[src/rtl/utf8_sequence_packer_unit_defines.svh]
// Assertion helpers for the packer top module
`ifndef UTF8_SEQUENCE_PACKER_UNIT_DEFINES_SVH
`define UTF8_SEQUENCE_PACKER_UNIT_DEFINES_SVH

// Same-cycle implication, checked outside reset
`define USP_ASSERT_IMP(label, clk, rst_n, ante, cons, msg) \
	label: assert property (@(posedge clk) disable iff (!rst_n) (ante) |-> (cons)) \
		else $error(msg);

// Next-cycle implication, checked outside reset
`define USP_ASSERT_NEXT(label, clk, rst_n, ante, cons, msg) \
	label: assert property (@(posedge clk) disable iff (!rst_n) (ante) |=> (cons)) \
		else $error(msg);

`endif

[src/rtl/usp_pkg.sv]
package usp_pkg;

	// Byte pattern masks and values
	localparam logic [7:0] ASCII_MASK = 8'h80;
	localparam logic [7:0] CONT_MASK  = 8'hC0;
	localparam logic [7:0] CONT_PAT   = 8'h80;
	localparam logic [7:0] LEAD2_MASK = 8'hE0;
	localparam logic [7:0] LEAD2_PAT  = 8'hC0;
	localparam logic [7:0] LEAD3_MASK = 8'hF0;
	localparam logic [7:0] LEAD3_PAT  = 8'hE0;
	localparam logic [7:0] LEAD4_MASK = 8'hF8;
	localparam logic [7:0] LEAD4_PAT  = 8'hF0;

	localparam logic [2:0] LEN_NONE = 3'd0;
	localparam logic [2:0] LEN_ONE  = 3'd1;
	localparam logic [2:0] LEN_TWO  = 3'd2;
	localparam logic [2:0] LEN_THREE = 3'd3;
	localparam logic [2:0] LEN_FOUR = 3'd4;

	// One result request
	typedef struct packed {
		logic [31:0] char_word;
		logic [2:0]  char_bytes;
		logic        has_char;
		logic        format_error;
		logic        string_done;
	} result_t;

	// Sequence length from a multi-byte lead; none for anything else
	function automatic logic [2:0] lead_len(input logic [7:0] b);
		logic [2:0] len;
		len = LEN_NONE;
		if ((b & LEAD2_MASK) == LEAD2_PAT) begin
			len = LEN_TWO;
		end else if ((b & LEAD3_MASK) == LEAD3_PAT) begin
			len = LEN_THREE;
		end else if ((b & LEAD4_MASK) == LEAD4_PAT) begin
			len = LEN_FOUR;
		end
		return len;
	endfunction

endpackage

[src/rtl/usp_if.sv]
// Byte request channel
interface usp_in_if;
	logic       valid;
	logic       ready;
	logic [7:0] data_byte;
	logic       end_of_string;

	modport source (output valid, output data_byte, output end_of_string, input ready);
	modport sink (input valid, input data_byte, input end_of_string, output ready);
endinterface

// Result request channel
interface usp_out_if;
	logic        valid;
	logic        ready;
	logic [31:0] char_word;
	logic [2:0]  char_bytes;
	logic        has_char;
	logic        format_error;
	logic        string_done;

	modport source (output valid, output char_word, output char_bytes, output has_char,
		output format_error, output string_done, input ready);
	modport sink (input valid, input char_word, input char_bytes, input has_char,
		input format_error, input string_done, output ready);
endinterface

[src/rtl/utf8_sequence_packer_unit.sv]
// UTF-8 structural checker and packer. Bytes of a string arrive on in_ch, one per request,
// with end_of_string on the last; a completed sequence of one to four bytes leaves on out_ch
// as a 32-bit word with its first byte in bits 7:0, and a malformed string gives an error
// result, then swallows bytes up to its final byte; a later final byte closes it with a second
// error result. The unit takes one byte every cycle while input ready is high: each byte is
// decoded combinationally against the open sequence and its result, if any, is written to
// an output register. A skid entry behind the output register takes one result while the
// output stalls, so input ready drops only while both entries hold results.
`include "utf8_sequence_packer_unit_defines.svh"

module utf8_sequence_packer_unit (
	input  logic     clk,
	input  logic     arst_n,
	usp_in_if.sink   in_ch,
	usp_out_if.source out_ch
);
	import usp_pkg::*;

	logic    accept;
	logic    push;
	logic    ready;
	result_t res;

	assign in_ch.ready = ready;
	assign accept      = in_ch.valid & ready;

	// Decode and collect sequence bytes
	usp_core u_core (
		.clk           (clk),
		.arst_n        (arst_n),
		.accept        (accept),
		.data_byte     (in_ch.data_byte),
		.end_of_string (in_ch.end_of_string),
		.push          (push),
		.res           (res)
	);

	// Hold results for the output side
	usp_out_reg u_out_reg (
		.clk    (clk),
		.arst_n (arst_n),
		.push   (push),
		.res    (res),
		.ready  (ready),
		.out_ch (out_ch)
	);

	// A final byte always closes with a result
	`USP_ASSERT_NEXT(a_final_gives_result, clk, arst_n, accept && in_ch.end_of_string, out_ch.valid, "final byte gave no result")

	// A character result carries no error and a nonzero length
	`USP_ASSERT_IMP(a_char_clean, clk, arst_n, out_ch.valid && out_ch.has_char, !out_ch.format_error && out_ch.char_bytes != 3'd0, "character result malformed")

	// A result without a character carries an empty word
	`USP_ASSERT_IMP(a_empty_zero, clk, arst_n, out_ch.valid && !out_ch.has_char, out_ch.char_word == 32'd0 && out_ch.char_bytes == 3'd0, "empty result not zero")

endmodule

[src/rtl/usp_core.sv]
module usp_core (
	input  logic             clk,
	input  logic             arst_n,
	input  logic             accept,
	input  logic [7:0]       data_byte,
	input  logic             end_of_string,
	output logic             push,
	output usp_pkg::result_t res
);
	import usp_pkg::*;

	logic [23:0] partial_q;
	logic [2:0]  expected_q;
	logic [2:0]  seen_q;
	logic        swallow_q;
	logic        error_q;

	logic [23:0] partial_d;
	logic [2:0]  expected_d;
	logic [2:0]  seen_d;
	logic        swallow_d;
	logic        error_d;

	logic        emit;
	logic        do_fail;
	logic [2:0]  len;
	logic [2:0]  seen_inc;
	logic [31:0] lane_word;
	logic [31:0] merged;

	assign len      = lead_len(data_byte);
	assign seen_inc = seen_q + 3'd1;

	// Place a continuation byte in the lane after those already collected
	always_comb begin
		case (seen_q)
			3'd1:    lane_word = {16'd0, data_byte, 8'd0};
			3'd2:    lane_word = {8'd0, data_byte, 16'd0};
			3'd3:    lane_word = {data_byte, 24'd0};
			default: lane_word = '0;
		endcase
	end

	assign merged = {8'd0, partial_q} | lane_word;

	// Decode one byte against the open sequence
	always_comb begin
		partial_d  = partial_q;
		expected_d = expected_q;
		seen_d     = seen_q;
		swallow_d  = swallow_q;
		error_d    = error_q;
		emit       = 1'b0;
		do_fail    = 1'b0;
		res        = '0;

		if (swallow_q) begin
			if (end_of_string) begin
				emit             = 1'b1;
				res.format_error = error_q;
				res.string_done  = 1'b1;
			end
		end else if (expected_q == LEN_NONE) begin
			if (data_byte == 8'd0) begin
				if (end_of_string) begin
					emit            = 1'b1;
					res.string_done = 1'b1;
				end else begin
					swallow_d = 1'b1;
				end
			end else if ((data_byte & ASCII_MASK) == 8'd0) begin
				emit            = 1'b1;
				res.char_word   = {24'd0, data_byte};
				res.char_bytes  = LEN_ONE;
				res.has_char    = 1'b1;
				res.string_done = end_of_string;
			end else if (len == LEN_NONE || end_of_string) begin
				do_fail = 1'b1;
			end else begin
				partial_d  = {16'd0, data_byte};
				expected_d = len;
				seen_d     = LEN_ONE;
			end
		end else if ((data_byte & CONT_MASK) != CONT_PAT || seen_q == 3'd0 ||
				seen_q > LEN_THREE) begin
			do_fail = 1'b1;
		end else if (seen_inc >= expected_q) begin
			emit            = 1'b1;
			res.char_word   = merged;
			res.char_bytes  = seen_inc;
			res.has_char    = 1'b1;
			res.string_done = end_of_string;
			partial_d       = '0;
			expected_d      = LEN_NONE;
			seen_d          = 3'd0;
		end else if (end_of_string) begin
			do_fail = 1'b1;
		end else begin
			partial_d = merged[23:0];
			seen_d    = seen_inc;
		end

		// Abort the string on a malformed byte
		if (do_fail) begin
			emit             = 1'b1;
			res              = '0;
			res.format_error = 1'b1;
			res.string_done  = end_of_string;
			partial_d        = '0;
			expected_d       = LEN_NONE;
			seen_d           = 3'd0;
			swallow_d        = 1'b1;
			error_d          = 1'b1;
		end

		// Drop all state once the string closes
		if (emit && res.string_done) begin
			partial_d  = '0;
			expected_d = LEN_NONE;
			seen_d     = 3'd0;
			swallow_d  = 1'b0;
			error_d    = 1'b0;
		end
	end

	assign push = accept & emit;

	// Advance sequence state on each accepted byte
	always_ff @(posedge clk or negedge arst_n) begin
		if (!arst_n) begin
			partial_q  <= '0;
			expected_q <= LEN_NONE;
			seen_q     <= 3'd0;
			swallow_q  <= 1'b0;
			error_q    <= 1'b0;
		end else if (accept) begin
			partial_q  <= partial_d;
			expected_q <= expected_d;
			seen_q     <= seen_d;
			swallow_q  <= swallow_d;
			error_q    <= error_d;
		end
	end

endmodule

[src/rtl/usp_out_reg.sv]
module usp_out_reg (
	input  logic             clk,
	input  logic             arst_n,
	input  logic             push,
	input  usp_pkg::result_t res,
	output logic             ready,
	usp_out_if.source        out_ch
);
	import usp_pkg::*;

	logic    out_valid_q;
	logic    skid_valid_q;
	result_t out_q;
	result_t skid_q;
	logic    load_out;

	// Take new requests while the skid entry is free
	assign ready    = !skid_valid_q;
	assign load_out = !out_valid_q || out_ch.ready;

	// Track occupancy of the output and skid entries
	always_ff @(posedge clk or negedge arst_n) begin
		if (!arst_n) begin
			out_valid_q  <= 1'b0;
			skid_valid_q <= 1'b0;
		end else if (load_out) begin
			out_valid_q  <= skid_valid_q | push;
			skid_valid_q <= 1'b0;
		end else if (push) begin
			skid_valid_q <= 1'b1;
		end
	end

	// Move payload: skid drains first, else a new request lands
	always_ff @(posedge clk) begin
		if (load_out) begin
			out_q <= skid_valid_q ? skid_q : res;
		end else if (push) begin
			skid_q <= res;
		end
	end

	assign out_ch.valid        = out_valid_q;
	assign out_ch.char_word    = out_q.char_word;
	assign out_ch.char_bytes   = out_q.char_bytes;
	assign out_ch.has_char     = out_q.has_char;
	assign out_ch.format_error = out_q.format_error;
	assign out_ch.string_done  = out_q.string_done;

endmodule

[src/flat_wrapper.sv]
// flat-port wrapper written by rule: the top's interface ports become plain ports
module utf8_sequence_packer_unit_flat import usp_pkg::*;
  (clk, arst_n, in_ch_valid, in_ch_data_byte, in_ch_end_of_string, in_ch_ready, out_ch_valid, out_ch_char_word, out_ch_char_bytes, out_ch_has_char, out_ch_format_error, out_ch_string_done, out_ch_ready);
  usp_in_if in_ch_i ();
  usp_out_if out_ch_i ();
  input  logic clk;
  input  logic arst_n;
  input wire logic [$bits(in_ch_i.valid)-1:0] in_ch_valid;
  input wire logic [$bits(in_ch_i.data_byte)-1:0] in_ch_data_byte;
  input wire logic [$bits(in_ch_i.end_of_string)-1:0] in_ch_end_of_string;
  output wire logic [$bits(in_ch_i.ready)-1:0] in_ch_ready;
  output wire logic [$bits(out_ch_i.valid)-1:0] out_ch_valid;
  output wire logic [$bits(out_ch_i.char_word)-1:0] out_ch_char_word;
  output wire logic [$bits(out_ch_i.char_bytes)-1:0] out_ch_char_bytes;
  output wire logic [$bits(out_ch_i.has_char)-1:0] out_ch_has_char;
  output wire logic [$bits(out_ch_i.format_error)-1:0] out_ch_format_error;
  output wire logic [$bits(out_ch_i.string_done)-1:0] out_ch_string_done;
  input wire logic [$bits(out_ch_i.ready)-1:0] out_ch_ready;
  assign in_ch_i.valid = in_ch_valid;
  assign in_ch_i.data_byte = in_ch_data_byte;
  assign in_ch_i.end_of_string = in_ch_end_of_string;
  assign in_ch_ready = in_ch_i.ready;
  assign out_ch_valid = out_ch_i.valid;
  assign out_ch_char_word = out_ch_i.char_word;
  assign out_ch_char_bytes = out_ch_i.char_bytes;
  assign out_ch_has_char = out_ch_i.has_char;
  assign out_ch_format_error = out_ch_i.format_error;
  assign out_ch_string_done = out_ch_i.string_done;
  assign out_ch_i.ready = out_ch_ready;
  utf8_sequence_packer_unit u_core (.clk(clk), .arst_n(arst_n), .in_ch(in_ch_i), .out_ch(out_ch_i));
endmodule
[config.mk]
export PLATFORM = sky130hd
export DESIGN_NAME = utf8_sequence_packer_unit_flat
export DESIGN_NICKNAME = d
export VERILOG_FILES = /design/src/rtl/usp_pkg.sv /design/src/rtl/usp_if.sv /design/src/rtl/utf8_sequence_packer_unit.sv /design/src/rtl/usp_core.sv /design/src/rtl/usp_out_reg.sv /design/src/flat_wrapper.sv
export VERILOG_INCLUDE_DIRS = /design/src /design/src/rtl
export SDC_FILE = /design/constraint.sdc
export NUM_CORES = 1
export LEC_CHECK = 0
export BUFFER_PORTS_ARGS = -buffer_cell sky130_fd_sc_hd__buf_2
export CORE_MARGIN = 2
export CORE_UTILIZATION = 45
export CTS_CLUSTER_SIZE = 16
export DETAILED_ROUTE_END_ITERATION = 8
export PLACE_DENSITY = 0.76
export RECOVER_POWER = 50
export SYNTH_ARGS = -nofsm -noshare
export SYNTH_HDL_FRONTEND = slang
export SYNTH_SLANG_ARGS = --single-unit
[constraint.sdc]
create_clock -name clk -period 7.7 [get_ports clk]
set_input_delay 1.925 -clock clk [delete_from_list [all_inputs] [get_ports clk]]
set_output_delay 1.925 -clock clk [all_outputs]
set_load 0.05 [all_outputs]
# == After elaboration in Yosys (flattened, before gate mapping) ==
# Cells that the tools add are included.
# totals
wordCells,131
input_bits,13
reg_bits,110
output_inout_bits,40
# op_classes
bitwise,5
addsub,1
n_eq_ne,13
reduce_logical,19
order_cmp,2
n_mux,74
# op_table
op,count
$mux W24,10
$mux W36,4
$pmux W32 S3,1
$mux W38,2
$mux W3,22
$mux W1,32
$or A24 B32 Y32,1
$mux W12,2
$logic_not A8 Y1,2
$ne A4 B3 Y1 const B,4
$reduce_and A7 Y1,2
$logic_not A3 Y1,3
$eq A3 B2 Y1 const B,2
$eq A5 B5 Y1 const B,1
$ne A5 B1 Y1 const B,1
$eq A4 B4 Y1 const B,1
$logic_or A1 B1 Y1,4
$reduce_and A2 Y1,2
$reduce_bool A2 Y1,2
$reduce_bool A4 Y1,1
$add A3 B1 Y3 const B,1
$eq A3 B1 Y1 const B,1
$eq A3 B3 Y1 const B,1
$ge A3 B3 Y1,1
other kinds (9),11

# == Longest topological paths before layout ==
# logic_depth
depth_word,15
ltp_mapped,13

# == Hierarchy ==
# From an unflattened synthesis, not the netlist that was laid out.
# hier_totals
hier_cells,370
hier_area_um2,4917.2
# by_module_without_submodules
mod,n_inst,cells_per_inst,seq_area_each_um2,area_per_inst_um2
usp_out_reg,1,127,2332.2,2834.0
usp_core,1,242,800.8,2077.0
utf8_sequence_packer_unit,1,1,0.0,6.3

# == Worst setup path after synthesis ==
# No wires, ideal clock.
# synth_timing
kind,input port to flip-flop
startpoint,input out_ch_ready
endpoint,"register u_core.u_out_reg.skid_q[0] in the netlist's numbering, enable pin"
path_slack_ns,2.261
required_time_ns,7.254
path_stages,3
t_arrival_ns,4.993
cell_sequence,nand2b_1 -> nand2b_1 -> a21oi_1
# synth_via
elab_chain_len,3
# synth_lines
item,line_no,source
start: declaration,flat_wrapper.sv:18,input wire logic [$bits(out_ch_i.ready)-1:0] out_ch_ready;
$logic_or A1 B1 Y1,usp_out_reg.sv:19,assign load_out = !out_valid_q || out_ch.ready;
$not A1 Y1 (no line),n/a,
$reduce_and A2 Y1 (no line),n/a,
end signal: assignment,usp_out_reg.sv:39,skid_q <= res;
end: declaration,usp_out_reg.sv:14,result_t skid_q;
# No other way between the ends.
# A chain may end at the register's enable or synchronous reset.

# == Final worst setup path ==
# layout_timing
startpoint,input out_ch_ready
endpoint,"register u_core.u_out_reg.skid_q[27] in the netlist's numbering, enable pin"
# layout_via
elab_chain_len,3
# layout_lines
item,line_no,source
$logic_or A1 B1 Y1,usp_out_reg.sv:19,
named net u_core.u_out_reg.load_out,usp_out_reg.sv:15,logic load_out;
$not A1 Y1 (no line),n/a,
$reduce_and A2 Y1 (no line),n/a,
# The timed path passes the listed nets, and every way through them passes these cells.

==> results.ini <==
[sta]
fin_crit_ps=4510
clock_skew_ps=7.61
timing.final.crit_share=0.585
setup_tns_ps=0
rsz0062_at_grt=false
max_freq_mhz=222
tightest_slew_ps=1850
setup_viol=0
max_slew_margin=-0.232
hold_violations=0
slew_viol_final=118

[worst_setup_path]
cp_common_cell=nand2b_1
critical-path-max-stage-delay_ps=1000
setup.worst_path.end_class=register
worstSetupPathType=in -> reg
crit_arrival_ps=4490
crit_required_ps=7680
cp-start-kind=input pin
cpMaxStageDelayCell=nand2b_1
crit_fanout=42
crit_chain=buf_2 -> nand2b_1 -> nand2b_1 -> a21oi_4

[power]
power.density_nw_per_um2=284
p_leak_nw=2.05
peakVddDrop_mv=0.119
power.total_mw=1.52

[hold_path]
hold_path_class=reg -> reg

[clock_network]
post_cts_buffers=0
clock-sinks=110
cts_resized=0
clock_path_buffers=2
h-tree-depth=3
clk_latency_ps=370
numCtsBuffers=9
clock-root-buffer=clkbuf_8
cts_tree=built
postCtsHoldBufs=0
clk_pin_slew_ps=90

[final_layout]
antenna_cells=0
syn_to_final_growth_pct=8.39
final_cell_mix=edfxtp_1 (76), clkbuf_1 (39), a21oi_1 (37), nor2_1 (37), nand2_1 (36)
final_common_cell=edfxtp_1
layout-drive-gt1-share=0.147
num-nets-final=450

[drt]
drt_wl_total_um=9240
top_layer=met4
first_iter_violations=208
dr_wl_met2_um=4480
met1_length_um=4150
vias=3140
wire_per_inst_um=16.1
drc=0
routed-wl-met3_um=466
viasPerCell=5.47
first_pass_iters=4
ant_nets=0

[global_routing]
grt_max_degree=43
grt_usage=0.163
grt_pass1_wl_um=14800
grt_pass1_vias=2982
antenna_found_initial=0
grt_overflow=0

[synthesis]
async_flop_share=0.309
syn_avg_cell_area_um2=12.5
syn-num-nets=415
synth_seq_area_share=0.636
synth_edf_count=76
syn-cell-area_um2=4920
ys_types=54
ys_warn_count=0
ys.flop_type=edfxtp_1
synth_seq_cells=110
synthCells=394

[placement]
dp_hpwl_um=6240
port_buffers=52
finalWeightedCongestion=0.866

[floorplan]
rows=38
dieArea_um2=11800
io_pins=53
fp.dieH_um=109
die_x_um=109
initial_core_util=0.458
core_um2=10700

[status]
violations=capacitance limit, slew limit
status=complete, but fails checks

[flow_run]
drv_cap=3

==> synth_stat cells, drive strengths merged (2+ instances only) <==
master / n / area, µm²
o2111a: 2 / 22.5
and2: 4 / 32.5
dfrtp: 34 / 851
a22o: 7 / 61.3
mux2: 20 / 233
nor2b: 4 / 25.0
nor3b: 2 / 25.0
inv: 10 / 37.5
nor3: 2 / 10.0
nand2: 36 / 135
edfxtp: 76 / 2280
o21ai: 26 / 130
nor4: 2 / 12.5
ha: 8 / 100
a311oi: 4 / 41.3
nand2b: 6 / 37.5
and3: 8 / 80.1
o41ai: 2 / 17.5
buf: 12 / 90.1
o31ai: 17 / 128
o211ai: 2 / 20.0
nor2: 39 / 156
clkbuf: 18 / 68.8
a21oi: 39 / 199
==> registers in the layout, indices dropped and copies added, names as in the netlist <==
register,cells
u_core.u_out_reg.out_ch.char_bytes,3
u_core.u_out_reg.out_ch.string_done,1
u_core.u_core.seen_q,3
u_core.u_out_reg.out_ch.has_char,1
u_core.u_out_reg.out_ch.format_error,1
u_core.u_core.error_q,1
u_core.u_core.swallow_q,1
u_core.u_core.partial_q,24
u_core.u_core.expected_q,3
u_core.u_out_reg.skid_q,38
u_core.u_out_reg.out_ch.valid,1
u_core.u_out_reg.out_ch.char_word,32
u_core.u_out_reg.skid_valid_q,1
==> report_power, final <==
part | total (mW) | internal [mW] | switching (mW)
clock network | 0.345 | 0.160 | 0.185
logic | 0.403 | 0.0901 | 0.313
registers | 0.768 | 0.732 | 0.0358
==> per-stage QoR <==
| step | util | setup slack, ps | instance area, µm² | cells | hold WS, ps |
|---|---|---|---|---|---|
| after detailed placement | 0.487 | 3250 | 5230 | 558 | 485 |
| final | 0.497 | 3190 | 5340 | 574 | 505 |
| after global placement | 0.487 | 3370 | 5230 | 558 | 477 |
| after global routing | 0.497 | 2920 | 5340 | 574 | 540 |
| after floorplan | - | 2260 | 4920 | 394 | 463 |
| after CTS | 0.505 | 3640 | 5430 | 574 | 508 |
==> routing by layer <==
layer / track usage / vias up
li1: - / 1508
met1: 0.214 / 1535
met2: 0.267 / 81
met3: 0.0344 / 16
met4: 0.0614 / 0
met5: 0 / -
==> critical path, delay by kind of cell <==
family | cells | cell delay [ps]
simple gates | 2 | 1530
compound gates | 1 | 920
buf+inv | 1 | 90
==> final timing paths <==
kind	startpoint	endpoint	slack, ps	depth (start not counted)
setup / recovery	out_ch_ready	u_core.u_out_reg.skid_q[27]$_DFFE_PP_	3190	4
hold / removal	u_core.u_core.partial_q[11]$_DFFE_PN0P_	u_core.u_core.partial_q[11]$_DFFE_PN0P_	500	2
setup reg to reg	u_core.u_core.seen_q[0]$_DFFE_PN0P_	u_core.u_out_reg.skid_q[27]$_DFFE_PP_	3420	9
hold reg to reg	u_core.u_core.partial_q[11]$_DFFE_PN0P_	u_core.u_core.partial_q[11]$_DFFE_PN0P_	500	2
max in group asynchronous	arst_n	u_core.u_core.partial_q[15]$_DFFE_PN0P_	4580	1
min in group asynchronous	arst_n	u_core.u_core.partial_q[23]$_DFFE_PN0P_	2050	1
==> cells by family (layout without fill, tap and decap cells) <==
kind of cell	count (synthesis)	count (layout)	share of synthesized area
buf+inv	41	81	0.0407
flops	110	110	0.636
fa+ha+maj	8	8	0.0203
other cells	1	1	0.000762
compound gates	105	105	0.141
mux	20	20	0.0473
simple gates	109	109	0.114
==> area by class of cell <==
class / count / area [µm²]
fillers: 994 / 5410
flip-flops and latches: 110 / 3130
multi-input cells: 243 / 1570
repair buffers: 54 / 223
well taps: 140 / 175
clock buffers: 11 / 141
clock inverters: 5 / 56.3
inverters: 11 / 41.3
(Power assumes the default switching activity.)
